<file path="config.mk">
export PLATFORM = sky130hd
export DESIGN_NAME = rzse_ram
export DESIGN_NICKNAME = d
export VERILOG_FILES = /design/src/rtl/core/rzse_ram.sv
export SDC_FILE = /design/constraint.sdc
export NUM_CORES = 1
export LEC_CHECK = 0
export BUFFER_PORTS_ARGS = -buffer_cell sky130_fd_sc_hd__buf_2
export CAP_MARGIN = 20
export CORE_MARGIN = 5
export CORE_UTILIZATION = 60
export DETAILED_ROUTE_END_ITERATION = 12
export PLACE_DENSITY = 0.79
export RECOVER_POWER = 25
export SYNTH_ARGS = -nofsm -noshare
export SYNTH_HDL_FRONTEND = slang
export SYNTH_SLANG_ARGS = --single-unit
</file>
<file path="constraint.sdc">
create_clock -name clk -period 5.9 [get_ports clk]
set_clock_uncertainty 0.15 [all_clocks]
set_input_delay 1.18 -clock clk [delete_from_list [all_inputs] [get_ports clk]]
set_output_delay 1.18 -clock clk [all_outputs]
set_load 0.01 [all_outputs]
</file>
<file path="src/rtl/core/rzse_ram.sv">
// Generic simple dual-port RAM: one write port, one read port, registered read.
// No dependencies.
module rzse_ram #(
    parameter int WIDTH = 8,
    parameter int DEPTH = 64
) (
    input  logic                     clk,
    input  logic                     we,
    input  logic [$clog2(DEPTH)-1:0] waddr,
    input  logic [WIDTH-1:0]         wdata,
    input  logic                     re,
    input  logic [$clog2(DEPTH)-1:0] raddr,
    output logic [WIDTH-1:0]         rdata
);

    logic [WIDTH-1:0] mem_reg [DEPTH];
    logic [WIDTH-1:0] rdata_reg;

    always_ff @(posedge clk)
    begin
        if (we)
        begin
            mem_reg[waddr] <= wdata;
        end
        if (re)
        begin
            rdata_reg <= mem_reg[raddr];
        end
    end

    assign rdata = rdata_reg;

endmodule

</file>
==> impl_metrics.tcl <==
set metrics [dict create \
    status "finished, violations left" \
    violations "max-capacitance violations, max-slew violations" \
    cts.sinks 520 \
    drive_gt1_share_pct 23.8 \
    tightest_slew_ps 2670 \
    setup_viol 0 \
    drt_first_pass_iters 5 \
    drtIter0Drc 1335 \
    cpPeakStageDelay_ps 1940 \
    multi_input_area_mm2 0.00432 \
    hold_viol_final 0 \
    seq_area_frac_synth_pct 77.1 \
    final_nets 1014 \
    worstPathCellList "clkbuf_1, clkbuf_1" \
    grtUsageMet2_pct 35.8 \
    cts_buffers 49 \
    worstSetupPathType "input port to flip-flop" \
    rsz0062_at_grt "no" \
    clk_latency_ps 560 \
    p_total_w 0.00735 \
    maxCapViolations 4 \
    drcViolationCount 0 \
    synth_area_leaders "edfxtp_1 (77%), mux4_2 (14%), nor2_1 (1.5%), mux2i_1 (1.1%), mux2_2 (0.72%)" \
    fp.dieW_um 194 \
    final_common_cell "edfxtp_1" \
    ant_nets 0 \
    core_area_mm2 0.0334 \
    syn_inst 940 \
    path_common_cell "clkbuf_1" \
    grt_usage_pct 23.0 \
    port_buffers 30 \
    setup_tns_ps 0 \
    die_height_um 194 \
    met3_usage_pct 4.57 \
    synth_cell_types 39 \
    cts-root-buf "clkbuf_16" \
    viasPerCell 6.62 \
    synth_area_per_cell_um2 21.5 \
    synth_fa_ha_area_share_pct 0 \
    synth_edf_count 520 \
    yosys.area_share.simple_pct 3.37 \
    setup_ws_ps 2190 \
    grt_first_pass_wirelength_um 64500 \
    fin_crit_sh_pct 62.8 \
    netlist_area_mm2 0.0202 \
    gp_congestion 0.785 \
    place_ws_ps 1740 \
    cp-end-kind "flip-flop" \
    cpMaxStageDelayCell "clkbuf_1" \
    largest_register_ffs 512 \
    cts_hold_buf 0 \
    fin_crit_ps 3710 \
    final_core_util_pct 66.6 \
    hpwlAfterDp_um 24900 \
    slew_violations 218 \
    rows 67 \
    ir_worst_vdd_mv 0.207 \
    max_freq_ghz 0.270 \
    hold_class "flip-flop to flip-flop" \
    critPathBufInv 2 \
    hold_ws_ps 782 \
    synth_compound_area_share_pct 2.06 \
    routed_wl_um 42800 \
    synth_xor_xnor_area_share_pct 0 \
    initial_core_util_pct 60.5 \
    cts_max_level 2 \
    synthMuxAreaShare_pct 15.9 \
    final_cell_mix "edfxtp_1 (520), mux4_2 (126), nor2_1 (83)" \
    grt_pass1_vias 9861 \
    die_area_mm2 0.0375 \
    synth_top_family_by_area "multiplexers" \
    n_fill_cell 2010 \
    antenna_found_initial 6 \
    ctsResizeCount 0 \
    async_flop_share_pct 0 \
    critPathLaunchType "input port" \
    cts_tree "built" \
    synthesis.nets 963 \
    regArea_mm2 0.0156 \
    top_usage_layer "met2" \
    synth_ff_type "edfxtp_1" \
    yosys_register_bits 520 \
    cp_max_fo 54 \
    synth_top_area_share_pct 77.1 \
    grt_max_degree 72 \
    power_leakage_nw 6.87 \
    worst_path_dominant_cell_family "buffers and inverters" \
    post_cts_buffers 0 \
    area.growth.synth_to_final_pct 9.94 \
    grtUsageMet1_pct 34.2 \
    cp.required_ps 5710 \
    maxSlewHeadroom_pct -78.0 \
    clk_path_buf_depth 3 \
    grt_overflow 0 \
    clk_pin_slew_ps 60 \
    vias 9774 \
    synth_top_area_cell "edfxtp_1" \
    ioPinCount 31 \
    cp.arrival_ps 3520 \
    power.density_mw_per_mm2 330 \
    routedWlPerCell_um 29.0 \
    ys_warn_count 0 \
]
-- through the flow --
stage | instances | instance area [um2]
finish | 1477 | 22300
CTS | 1468 | 22200
detailed placement | 1382 | 20800
floorplan | 940 | 20200
global placement | 1382 | 20800
global route | 1476 | 22300
-- synthesized netlist by cell type (all sizes together), types with 4 or more instances --
cell and count:
edfxtp 520, o221ai 8, o21ai 4, nor2 83, a211oi 4, mux4 126
mux2 13, nor3 7, mux2i 23, o22ai 8, nor2b 14, nand2b 7
buf 34, nand3 13, clkbuf 17, a221oi 6, nand2 19
-- per-layer routing --
metal  wire (um)  share of wire (%)
met5          62               0.14
met1       16600                 39
met3        4090                9.6
met4        1130                2.6
met2       20900                 49
-- area by class of cell --
| class | count | area share, % |
|---|---|---|
| Tap cell | 448 | 2.52 |
| Multi-Input combinational cell | 369 | 19.4 |
| Sequential cell | 520 | 70.1 |
| Clock buffer | 59 | 5.68 |
| Antenna cell | 3 | 0.0337 |
| Clock inverter | 27 | 0.787 |
| Timing Repair Buffer | 51 | 1.45 |
-- cell families (layout without fill, tap and decap cells) --
| family | after synthesis | after routing |
|---|---|---|
| DFF | 520 | 520 |
| muxes | 162 | 162 |
| and+or+nand+nor | 153 | 153 |
| other | 0 | 3 |
| buffers and inverters | 51 | 137 |
| AOI/OAI and AO/OA | 54 | 54 |
-- final timing paths --
| kind | from | depth (start not counted) | slack [ps] | endpoint |
|---|---|---|---|---|
| setup / recovery | wdata[1] | 2 | 2190 | mem_reg[46][1]$_DFFE_PP_ |
| hold / removal | mem_reg[18][1]$_DFFE_PP_ | 4 | 780 | rdata[1]$_DFFE_PP_ |
| setup reg to reg | mem_reg[3][3]$_DFFE_PP_ | 4 | 3510 | rdata[3]$_DFFE_PP_ |
| hold reg to reg | mem_reg[18][1]$_DFFE_PP_ | 4 | 780 | rdata[1]$_DFFE_PP_ |
-- power by group --
group          internal [W]  total (W)  switching [W]
registers           0.00410    0.00411     0.00000989
clock network       0.00160    0.00287        0.00127
logic              0.000137   0.000363       0.000226
No activity file was read; power rests on OpenSTA's default activity.
